**src/rtl/nps_pkg.sv**
```systemverilog
// shared types and constants of the nearest point search block
package nps_pkg;

  localparam int MAX_NODES = 256;
  localparam int IDX_W     = (MAX_NODES > 1) ? $clog2(MAX_NODES) : 1;
  localparam int CNT_W     = $clog2(MAX_NODES + 1);

  localparam int FUNC_W  = 2;
  localparam int ID_W    = 16;
  localparam int COORD_W = 24;
  localparam int DIFF_W  = COORD_W + 1;
  localparam int SQ_W    = 2 * COORD_W;
  localparam int DIST_W  = SQ_W + 1;

  localparam logic [FUNC_W-1:0] FUNC_CLEAR  = 2'd0;
  localparam logic [FUNC_W-1:0] FUNC_APPEND = 2'd1;
  localparam logic [FUNC_W-1:0] FUNC_QUERY  = 2'd2;

  typedef struct packed {
    logic [ID_W-1:0]           id;
    logic signed [COORD_W-1:0] x;
    logic signed [COORD_W-1:0] z;
  } point_t;

  typedef struct packed {
    logic start;
    logic sample;
  } dist_ctl_t;

  typedef struct packed {
    logic            found;
    logic [ID_W-1:0] id;
  } dist_res_t;

endpackage

```
**src/rtl/nps_cell.sv**
```systemverilog
// one storage cell of the point chain
module nps_cell (
  input  logic            clk,
  input  logic            shift,
  input  nps_pkg::point_t d,
  output nps_pkg::point_t q
);

  always_ff @(posedge clk) begin
    if (shift) begin
      q <= d;
    end
  end

endmodule

```
**config.mk**
```make
export PLATFORM = sky130hd
export DESIGN_NAME = nps_cell
export DESIGN_NICKNAME = d
export VERILOG_FILES = /design/src/rtl/nps_pkg.sv /design/src/rtl/nps_cell.sv
export SDC_FILE = /design/constraint.sdc
export NUM_CORES = 1
export LEC_CHECK = 0
export BUFFER_PORTS_ARGS = -buffer_cell sky130_fd_sc_hd__buf_4
export CAP_MARGIN = 10
export CORE_ASPECT_RATIO = 0.9
export CORE_MARGIN = 5
export CORE_UTILIZATION = 35
export CTS_CLUSTER_SIZE = 12
export DETAILED_ROUTE_END_ITERATION = 10
export PLACE_DENSITY = 0.79
export SYNTH_ARGS = -nofsm -noshare
export SYNTH_HDL_FRONTEND = slang
export SYNTH_SLANG_ARGS = --single-unit
```
**constraint.sdc**
```tcl
create_clock -name clk -period 0.8 [get_ports clk]
set_input_delay 0.08 -clock clk [delete_from_list [all_inputs] [get_ports clk]]
set_output_delay 0.08 -clock clk [all_outputs]
set_load 0.02 [all_outputs]
```
**Word level (Yosys, flattened, before mapping)**

Cells that the tools add are included.

- Register bits after elaboration: 64
- Input port bits: 66
- Output and inout bits: 64

**Logic depth before layout (Yosys ltp)**

- Word-level depth: 0
- Depth in mapped cells: 0

**Worst setup path after synthesis**

No wires, ideal clock.

- Path type: reg-to-output
- From: reg q[0] in the netlist's numbering
- To: out q[0] in the netlist's numbering
- Arrival time: 0.449 ns
- Data required time: 0.720 ns
- Setup slack: 0.271 ns
- Cell stages (with the launch flop): 1
- Buffers on the path: 0
- Path through: edfxtp_1

RTL lines:

| what | line | source |
|---|---|---|
| start: declaration | nps_cell.sv:6 | `output nps_pkg::point_t q` |
| start signal: assignment | nps_cell.sv:11 | `q <= d;` |

No word-level cell between the ends.

**Worst setup path after layout**

- From: reg q[36] in the netlist's numbering
- To: out q[36] in the netlist's numbering

No word-level cell between the ends.

==> impl_results.md <==
* Worst setup endpoint: q[36]
* Register Area at 1920 um^2
* Final hold violation count at 0
* Slowest stage cell, crit path: edfxtp_1
* Routed vias at 1522
* Clock root cell: clkbuf_8
* Pin count of the biggest net entering global routing at 24
* Boundary pin count at 130
* Synthesized Nets at 130
* GRT Total Usage at 19.2%
* Reg with most FFs: q
* Yosys top cell by area: edfxtp_1
* Met3 Use GR at 5.23%
* Pwr Density at 2080 nW/um^2
* RSZ-0062 raised after global routing: true
* Final slew viol count at 0
* Final wirelength at 7060 um
* Leak Pwr at 1.72 nW
* Busiest grt layer: met2
* Met1 usage at 22.5%
* Starting Density at 36.4%
* Per-cell routed wire length at 20.6 um
* Core Util, Final at 77.8%
* Std cell rows at 25
* Post-synth top area share at 100%
* Router iterations before antenna repair at 4
* Total Power at 8.56 mW
* Fin crit period at 0.992 ns
* Synth Area per Inst at 30.0 um^2
* Area of the multi-input gates at 0 um^2
* WP data arrival at 0.91 ns
* Post-CTS Setup Bufs at 0
* First-pass GRT wire length at 9560 um
* Crit path cell chain: buf_6
* Post-synthesis sequential area ratio at 100%
* CP endpoint kind: primary output
* Top Registers: q x64
* Die H at 80.3 um
* Failing checks: negative setup slack
* CTS Buffer Depth at 2
* Yosys cell types at 1
* Critical path class: flop to primary output
* Worst Tran Pin Value at 0.126 ns
* Startpoint Class: flop
* Initial antenna violation count at 0
* Multi-input gate count at 0
* Final setup fails at 64
* Crit path largest cell delay at 0.43 ns
* Crit-path leading delay family: flip-flops
* Setup_tns at -9.18 ns
* Commonest cells after routing, fill and taps aside: 65 x buf_4, 64 x dlygate4sd3_1, 64 x buf_6, 64 x edfxtp_1, 9 x clkbuf_8
* Worst vdd ir at 1.69 mV
* Post-Syn Instances at 64
* #FFs+latches synth at 64
* Antenna viol nets, final at 0
* Max Cap Viol at 0
* Worst Path Buf+Inv at 1
* Levels on crit path at 1
* Die ar. at 7080 um^2
* Max reg flops at 64
* CP required at 0.72 ns
* Port-buffer cells at 129
* Starting DRT DRC Count at 78
* DP Area at 3030 um^2
* DRC at 0
* Critical path fanouts, max at 1
* # H-tree levels at 3
* Worst rel slew slack at 91.6%
* Status: finished, violations left
* Number of CTS-inserted buffers at 9
* Nets at 337
* Main area contributors after synthesis: edfxtp_1 100%
* CTS tree: yes
* Fmax at 1010 MHz
* Ant diodes at 0
* Share of cells above drive strength 1 at 52.4%
* Syn Std Cell Area at 1920 um^2
* Number of clock sinks at 64
* Fillers at 278
* Yosys Warn Count at 0
* Reg clk slew, reported paths at 0.08 ns
* Hold WC Path Type: primary input to flop
* Core Region at 5290 um^2
* GP Congestion at 0.766
* CP startpoint: q[36]$_DFFE_PP_
* Number of global-route vias before repair at 1573
* Aggregate global routing overflow at 0
* Post-route cell area at 4120 um^2
* Post-DR vias/cell at 4.45
* M2 GR Usage at 35.3%
* Commonest non-fill, non-tap cell in the layout: buf_4
* Period Utilization, post-route at 124%
* Die width at 88.1 um
* Synth-to-Final Area Change at 114%
* Final worst-path setup slack at -0.192 ns
cell families (layout without fill, tap and decap cells):
kind of cell           Yosys count  count (layout)  share of synthesized area, %
buffers and inverters            0             211                             0
flip-flops                      64              64                           100
metrics by stage:
step / worst slack [ns] / cells / hold WS [ns]
final: -0.192 / 342 / 0.202
after floorplan: 0.271 / 64 / 0.179
after global routing: -0.215 / 342 / 0.196
after global placement: 0.103 / 263 / 0.258
after detailed placement: 0.0943 / 263 / 0.259
after CTS: -0.180 / 342 / 0.195
power breakdown:
part	switching, mW	total [mW]	internal, mW	leakage [nW]
Sequential	0.145	4.14	3.99	0.626
Clock	1.17	2.89	1.71	0.101
Combinational	0.644	1.53	0.887	0.995
Total	1.96	8.56	6.60	1.72
what timing repair did:
| item | 4_1_cts | 5_1_grt |
|---|---|---|
| pin swaps | 0 | 0 |
| resized for setup | 63 | 1 |
| setup endpoints to repair | 64 | 64 |
| hold endpoints to repair | 64 | 0 |
| hold buffers | 64 | 0 |
worst min path at each step:
stage                     start               to  slack (ns)  cells after the start
final                     shift  q[15]$_DFFE_PP_        0.20                      2
after CTS                 shift  q[15]$_DFFE_PP_        0.19                      2
after global placement     d[1]   q[1]$_DFFE_PP_        0.26                      1
after global routing      shift  q[46]$_DFFE_PP_        0.20                      2
after detailed placement  d[50]  q[50]$_DFFE_PP_        0.26                      1
after floorplan            d[0]   q[0]$_DFFE_PP_        0.18                      0
metal layers:
metal,up-vias,wire (um)
li1,672,-
met1,761,2650
met2,84,3740
met3,5,635
met4,0,38
met5,-,0
synthesized netlist by cell type (all sizes together):
cell	instances
edfxtp	64
cell type report:
| class | count | area share [%] |
|---|---|---|
| flip-flops and latches | 64 | 46.7 |
| repair buffers | 196 | 46.4 |
| clock buffers | 10 | 3.10 |
| well taps | 67 | 2.04 |
| clock inverters | 5 | 1.76 |
No activity file was read; power rests on OpenSTA's default activity.
