## src/rtl/nps_pkg.sv

```systemverilog
// shared types and constants of the nearest point search block
package nps_pkg;

  localparam int MAX_NODES = 256;
  localparam int IDX_W     = (MAX_NODES > 1) ? $clog2(MAX_NODES) : 1;
  localparam int CNT_W     = $clog2(MAX_NODES + 1);

  localparam int FUNC_W  = 2;
  localparam int ID_W    = 16;
  localparam int COORD_W = 24;
  localparam int DIFF_W  = COORD_W + 1;
  localparam int SQ_W    = 2 * COORD_W;
  localparam int DIST_W  = SQ_W + 1;

  localparam logic [FUNC_W-1:0] FUNC_CLEAR  = 2'd0;
  localparam logic [FUNC_W-1:0] FUNC_APPEND = 2'd1;
  localparam logic [FUNC_W-1:0] FUNC_QUERY  = 2'd2;

  typedef struct packed {
    logic [ID_W-1:0]           id;
    logic signed [COORD_W-1:0] x;
    logic signed [COORD_W-1:0] z;
  } point_t;

  typedef struct packed {
    logic start;
    logic sample;
  } dist_ctl_t;

  typedef struct packed {
    logic            found;
    logic [ID_W-1:0] id;
  } dist_res_t;

endpackage

```

## src/rtl/nps_dist.sv

```systemverilog
// pipelined squared distance unit with running minimum
module nps_dist (
  input  logic                               clk,
  input  logic                               rst,
  input  nps_pkg::dist_ctl_t                 ctl,
  input  nps_pkg::point_t                    head,
  input  logic signed [nps_pkg::COORD_W-1:0] qx,
  input  logic signed [nps_pkg::COORD_W-1:0] qz,
  output nps_pkg::dist_res_t                 res
);

  logic signed [nps_pkg::DIFF_W-1:0]   dx;
  logic signed [nps_pkg::DIFF_W-1:0]   dz;
  logic                                s0_tag;
  logic [nps_pkg::ID_W-1:0]            s0_id;
  logic signed [2*nps_pkg::DIFF_W-1:0] px;
  logic signed [2*nps_pkg::DIFF_W-1:0] pz;
  logic [nps_pkg::SQ_W-1:0]            sqx;
  logic [nps_pkg::SQ_W-1:0]            sqz;
  logic                                s1_tag;
  logic [nps_pkg::ID_W-1:0]            s1_id;
  logic [nps_pkg::DIST_W-1:0]          sum;
  logic                                have;
  logic [nps_pkg::DIST_W-1:0]          best_d;
  logic [nps_pkg::ID_W-1:0]            best_id;

  assign px  = dx * dx;
  assign pz  = dz * dz;
  assign sum = {1'b0, sqx} + {1'b0, sqz};

  always_ff @(posedge clk) begin
    if (rst) begin
      s0_tag <= 1'b0;
      s1_tag <= 1'b0;
      have   <= 1'b0;
    end else begin
      s0_tag <= ctl.sample;
      s1_tag <= s0_tag;
      if (ctl.start) begin
        have <= 1'b0;
      end else if (s1_tag && (!have || sum < best_d)) begin
        // strict compare keeps the earlier point on a tie
        have    <= 1'b1;
        best_d  <= sum;
        best_id <= s1_id;
      end
    end
    dx    <= {head.x[nps_pkg::COORD_W-1], head.x} - {qx[nps_pkg::COORD_W-1], qx};
    dz    <= {head.z[nps_pkg::COORD_W-1], head.z} - {qz[nps_pkg::COORD_W-1], qz};
    s0_id <= head.id;
    sqx   <= px[nps_pkg::SQ_W-1:0];
    sqz   <= pz[nps_pkg::SQ_W-1:0];
    s1_id <= s0_id;
  end

  assign res.found = have;
  assign res.id    = have ? best_id : '0;

endmodule

```

## config.mk

```make
export PLATFORM = sky130hd
export DESIGN_NAME = nps_dist
export DESIGN_NICKNAME = d
export VERILOG_FILES = /design/src/rtl/nps_pkg.sv /design/src/rtl/nps_dist.sv
export SDC_FILE = /design/constraint.sdc
export NUM_CORES = 2
export LEC_CHECK = 0
export ABC_AREA = 1
export BUFFER_PORTS_ARGS = -buffer_cell sky130_fd_sc_hd__buf_2
export CAP_MARGIN = 5
export CORE_UTILIZATION = 40
export DETAILED_ROUTE_END_ITERATION = 12
export PLACE_DENSITY = 0.65
export SETUP_SLACK_MARGIN = 0.15
export SYNTH_ARGS = -nofsm -noshare
export SYNTH_HDL_FRONTEND = slang
export SYNTH_SLANG_ARGS = --single-unit
```

## constraint.sdc

```tcl
create_clock -name clk -period 6 [get_ports clk]
set_input_delay 0.9 -clock clk [delete_from_list [all_inputs] [get_ports clk]]
set_output_delay 0.9 -clock clk [all_outputs]
set_load 0.01 [all_outputs]
```

== Word-level counts from Yosys, hierarchy flattened ==
Cells that the tools add are included.
Cells by class
  add/sub/neg operators: 3
  $mul: 2
  magnitude comparators: 1
  multiplexer cells: 1
  bitwise logic cells: 2
  reduce and logical (&&, ||, !) cells: 5
Operators by type and width (count)
  multiplier 25 x 25 -> 48 bit: 2
  subtractor 24 x 24 -> 25 bit: 2
  adder 48 x 48 -> 49 bit: 1
  < comparator 49 bit: 1
  two-way mux 16 bit: 1
  AND reduction 3 bit: 1
  inverter 1 bit: 2
  OR reduction 2 bit: 1
  logical AND 1 bit: 1
  zero test 1 bit: 1
  logical OR 1 bit: 1
Storage, ports and cells
  register bits: 246
  input bits: 116
  output and inout bits: 17
  logic and storage cells: 25

== Longest topological paths before layout ==
  depth in word-level cells: 5
  mapped depth: 32
  mapped depth without buffers: 30

== Worst setup path before layout ==
Ideal clock, no wire load.
  path type: register to register
  start: register dz[24] (netlist name)
  end: register sqz[44] (netlist name)
  setup time: 0.113 ns
  arrival time: 6.118 ns
  data required time: 5.887 ns
  path slack: -0.231 ns
  cell stages (with the launch flop): 25
  buffers on the path: 2
  period minus slack after synthesis: 6.231 ns
  path through: dfxtp_1 -> clkbuf_1 -> buf_1 -> nand2_1 -> inv_1 -> fa_1 -> fa_1 -> fa_1 -> inv_1 -> fa_1 -> inv_1 -> fa_1 -> inv_1 -> fa_1 -> inv_1 -> fa_1 -> ha_1 -> nand2_1 -> nor2_1 -> nand2_1 -> nor2_1 -> and3_1 -> nand2_1 -> nand4_1 -> nand2_1
On the way
  cells in the longest elaborated chain, start to end: 1
RTL lines
  from (decl): line nps_dist.sv:13  | logic signed [nps_pkg::DIFF_W-1:0] dz;
  from (signal assigned): line nps_dist.sv:49  | dz <= {head.z[nps_pkg::COORD_W-1], head.z} - {qz[nps_pkg::COORD_W-1], qz};
  multiplier 25 x 25 -> 48 bit: line nps_dist.sv:28  | assign pz = dz * dz;
  via pz (one bit): line nps_dist.sv:17  | logic signed [2*nps_pkg::DIFF_W-1:0] pz;
  to (signal assigned): line nps_dist.sv:52  | sqz <= pz[nps_pkg::SQ_W-1:0];
  to (decl): line nps_dist.sv:19  | logic [nps_pkg::SQ_W-1:0] sqz;
The timed path passes the listed nets, and every way through them passes these cells.
A chain may end at the register's enable or synchronous reset.

== Final worst setup path ==
  start: register dx[15] (netlist name)
  end: register sqx[47] (netlist name)
On the way
  cells in the longest elaborated chain, start to end: 1
RTL lines
  from (decl): line nps_dist.sv:12  | logic signed [nps_pkg::DIFF_W-1:0] dx;
  from (signal assigned): line nps_dist.sv:48  | dx <= {head.x[nps_pkg::COORD_W-1], head.x} - {qx[nps_pkg::COORD_W-1], qx};
  multiplier 25 x 25 -> 48 bit: line nps_dist.sv:27  | assign px = dx * dx;
  via px (one bit): line nps_dist.sv:16  | logic signed [2*nps_pkg::DIFF_W-1:0] px;
  to (signal assigned): line nps_dist.sv:51  | sqx <= px[nps_pkg::SQ_W-1:0];
  to (decl): line nps_dist.sv:18  | logic [nps_pkg::SQ_W-1:0] sqx;
The timed path passes the listed nets, and every way through them passes these cells.

==> impl_metrics.tcl <==
set metrics [dict create \
    hold_viol 0 \
    die_y_um 377 \
    min_period_over_period_pct 99.9 \
    yosys_warnings 0 \
    wl_per_cell_um 17.0 \
    final_max_slew_viol_count 0 \
    wl_mm 164 \
    cts-root-buf "clkbuf_16" \
    final_common_cell "inv_1" \
    setup_violations 0 \
    syn-cell-area_um2 56200 \
    ys_ff_latch 244 \
    path_clk_slew_ns 0.07 \
    area_growth_pct 27.0 \
    drv_cap 0 \
    cts_tree "yes" \
    critPathMaxStageDelay_ns 0.60 \
    tightest_slew_ns 0.713 \
    slew_headroom_pct 52.0 \
    rrSetupSlack_ns 0.008 \
    cts_buffers 31 \
    cts.sinks 244 \
    synth_nets 8712 \
    ant_nets 0 \
    insertion_delay_ns 0.65 \
    rows 137 \
    timing.fmax_mhz 167 \
    drtIter0Drc 2599 \
    cp-end-kind "register" \
    grt_max_degree 50 \
    die_w_um 377 \
    min_path_type "register to register" \
    grt-ovfl-total 0 \
    diodes 0 \
    clockBufferDepth 3 \
    worstPathMaxFanout 8 \
    nNetsFinal 9461 \
    postSynthCellCount 6974 \
    grt_pass1_vias 48800 \
    synth_cell_type_count 49 \
    worstSetupStartpointType "register" \
    syn_area_per_cell_um2 8.06 \
    antenna_found_initial 1 \
    htreeDepth 1 \
    ios 133 \
    grt_pass1_wl_mm 257 \
    core_um2 140000 \
    num_vias 46200 \
    dieArea_um2 142000 \
    final_cell_mix "inv_1, nand2_1, fa_1" \
    final_util_pct 51.2 \
    drc 0 \
    dp_hpwl_mm 136 \
    status "complete, no violations" \
    cp_slowest_cell "fa_2" \
    nFillCells 12900 \
    drive_above_1_share_pct 26.0 \
    dp.cells 9389 \
    grtUsageTotal_pct 23.0 \
    place_area_um2 63500 \
    skew_ns 0.0245 \
    crit_family "adder cells" \
    rsz0062_at_grt "true" \
    required_ns 6.54 \
    portBuffers 132 \
    layout.cells.non_filler 9624 \
    synth-seq-area-share_pct 9.85 \
    viasPerCell 4.80 \
    path_class "register to register" \
    crit_arrival_ns 6.54 \
    critPathBufInv 10 \
    fin_area_um2 71400 \
    firstDrtPassIters 6 \
    start_util_pct 40.3 \
    min_period_ns 5.99 \
    gp_congestion 1.00 \
]
[layout make-up]
class,count,area (um2),area share (%)
clock inverter,24,253,0.354
timing repair buffer,870,7910,11.1
sequential,244,5650,7.91
clock buffer,34,818,1.15
multi-input combinational,4490,46600,65.2
tap,1876,2350,3.29
inverter,2086,7880,11.0
[synthesized netlist by cell type (all sizes together)]
cell type | instances | area share [%]
a211oi | 6 | 0.080
a21boi | 5 | 0.073
a21o | 12 | 0.16
a21oi | 254 | 2.3
a31oi | 5 | 0.056
and2 | 4 | 0.045
and3 | 4 | 0.045
buf | 7 | 0.060
clkbuf | 147 | 0.98
dfxtp | 179 | 6.4
edfxtp | 65 | 3.5
fa | 1186 | 42
ha | 436 | 9.7
inv | 2086 | 14
nand2 | 1581 | 11
nand2b | 1 | 0.011
nand3 | 174 | 1.7
nand3b | 4 | 0.060
nand4 | 63 | 0.70
nor2 | 378 | 2.6
nor2b | 1 | 0.011
nor3 | 33 | 0.36
nor3b | 1 | 0.013
nor4 | 6 | 0.078
o211ai | 2 | 0.036
o21a | 6 | 0.080
o21ai | 122 | 1.1
o21bai | 42 | 0.59
o221a | 1 | 0.020
o31ai | 1 | 0.022
or2 | 8 | 0.089
xnor2 | 56 | 0.87
xor2 | 98 | 1.5
[flip-flops by register name, indices dropped and copies added (netlist names)]
name	cells
dz	25
sqz	47
s1_tag	1
dx	25
s0_tag	1
s1_id	16
sqx	47
best_id	16
have	1
s0_id	16
best_d	49
[worst paths after layout]
kind,from,end,depth (start not counted)
worst max-delay path,dx[15]$_DFF_P_,sqx[47]$_DFF_P_,30
worst min-delay path,s0_id[12]$_DFF_P_,s1_id[12]$_DFF_P_,0
worst max register to register,dx[15]$_DFF_P_,sqx[47]$_DFF_P_,30
worst min register to register,s0_id[12]$_DFF_P_,s1_id[12]$_DFF_P_,0
[per-layer routing]
| metal | vias up | global-route usage [%] | wire, um |
|---|---|---|---|
| met5 | - | 0 | 0 |
| met4 | 0 | 5.80 | 4560 |
| met3 | 260 | 2.21 | 8320 |
| met2 | 1230 | 38.2 | 77700 |
| met1 | 23000 | 32.2 | 73400 |
| li1 | 21700 | - | - |
[through the flow]
stage                     TNS, ns  setup slack (ns)  hold slack (ns)
after global placement     -12.34            -0.528            0.310
after detailed placement   -12.97            -0.462            0.312
after CTS                       0            0.0113            0.314
final                           0           0.00767            0.325
after global routing        -3.49            -0.188            0.331
after floorplan                 0             0.136            0.310
[logic make-up (layout without fill, tap and decap cells)]
group	count (synthesis)	count (layout)	share of synthesized area [%]
AOI/OAI and AO/OA	456	456	4.54
xor gates and xnor gates	154	154	2.40
adders and majority gates	1622	1622	51.9
buffers and inverters	2240	3014	15.0
DFF	244	244	9.85
and+or+nand+nor	2258	2258	16.3
[what timing repair did]
item | CTS | global route
setup buffers | 78 | 81
pin swaps | 269 | 451
setup endpoints to repair | 70 | 71
gates cloned | 9 | 9
resized for setup | 668 | 832
hold buffers | 0 | 0
Power is not shown: default switching activity piles up to over one toggle a cycle in this logic, so the estimate is an artifact.
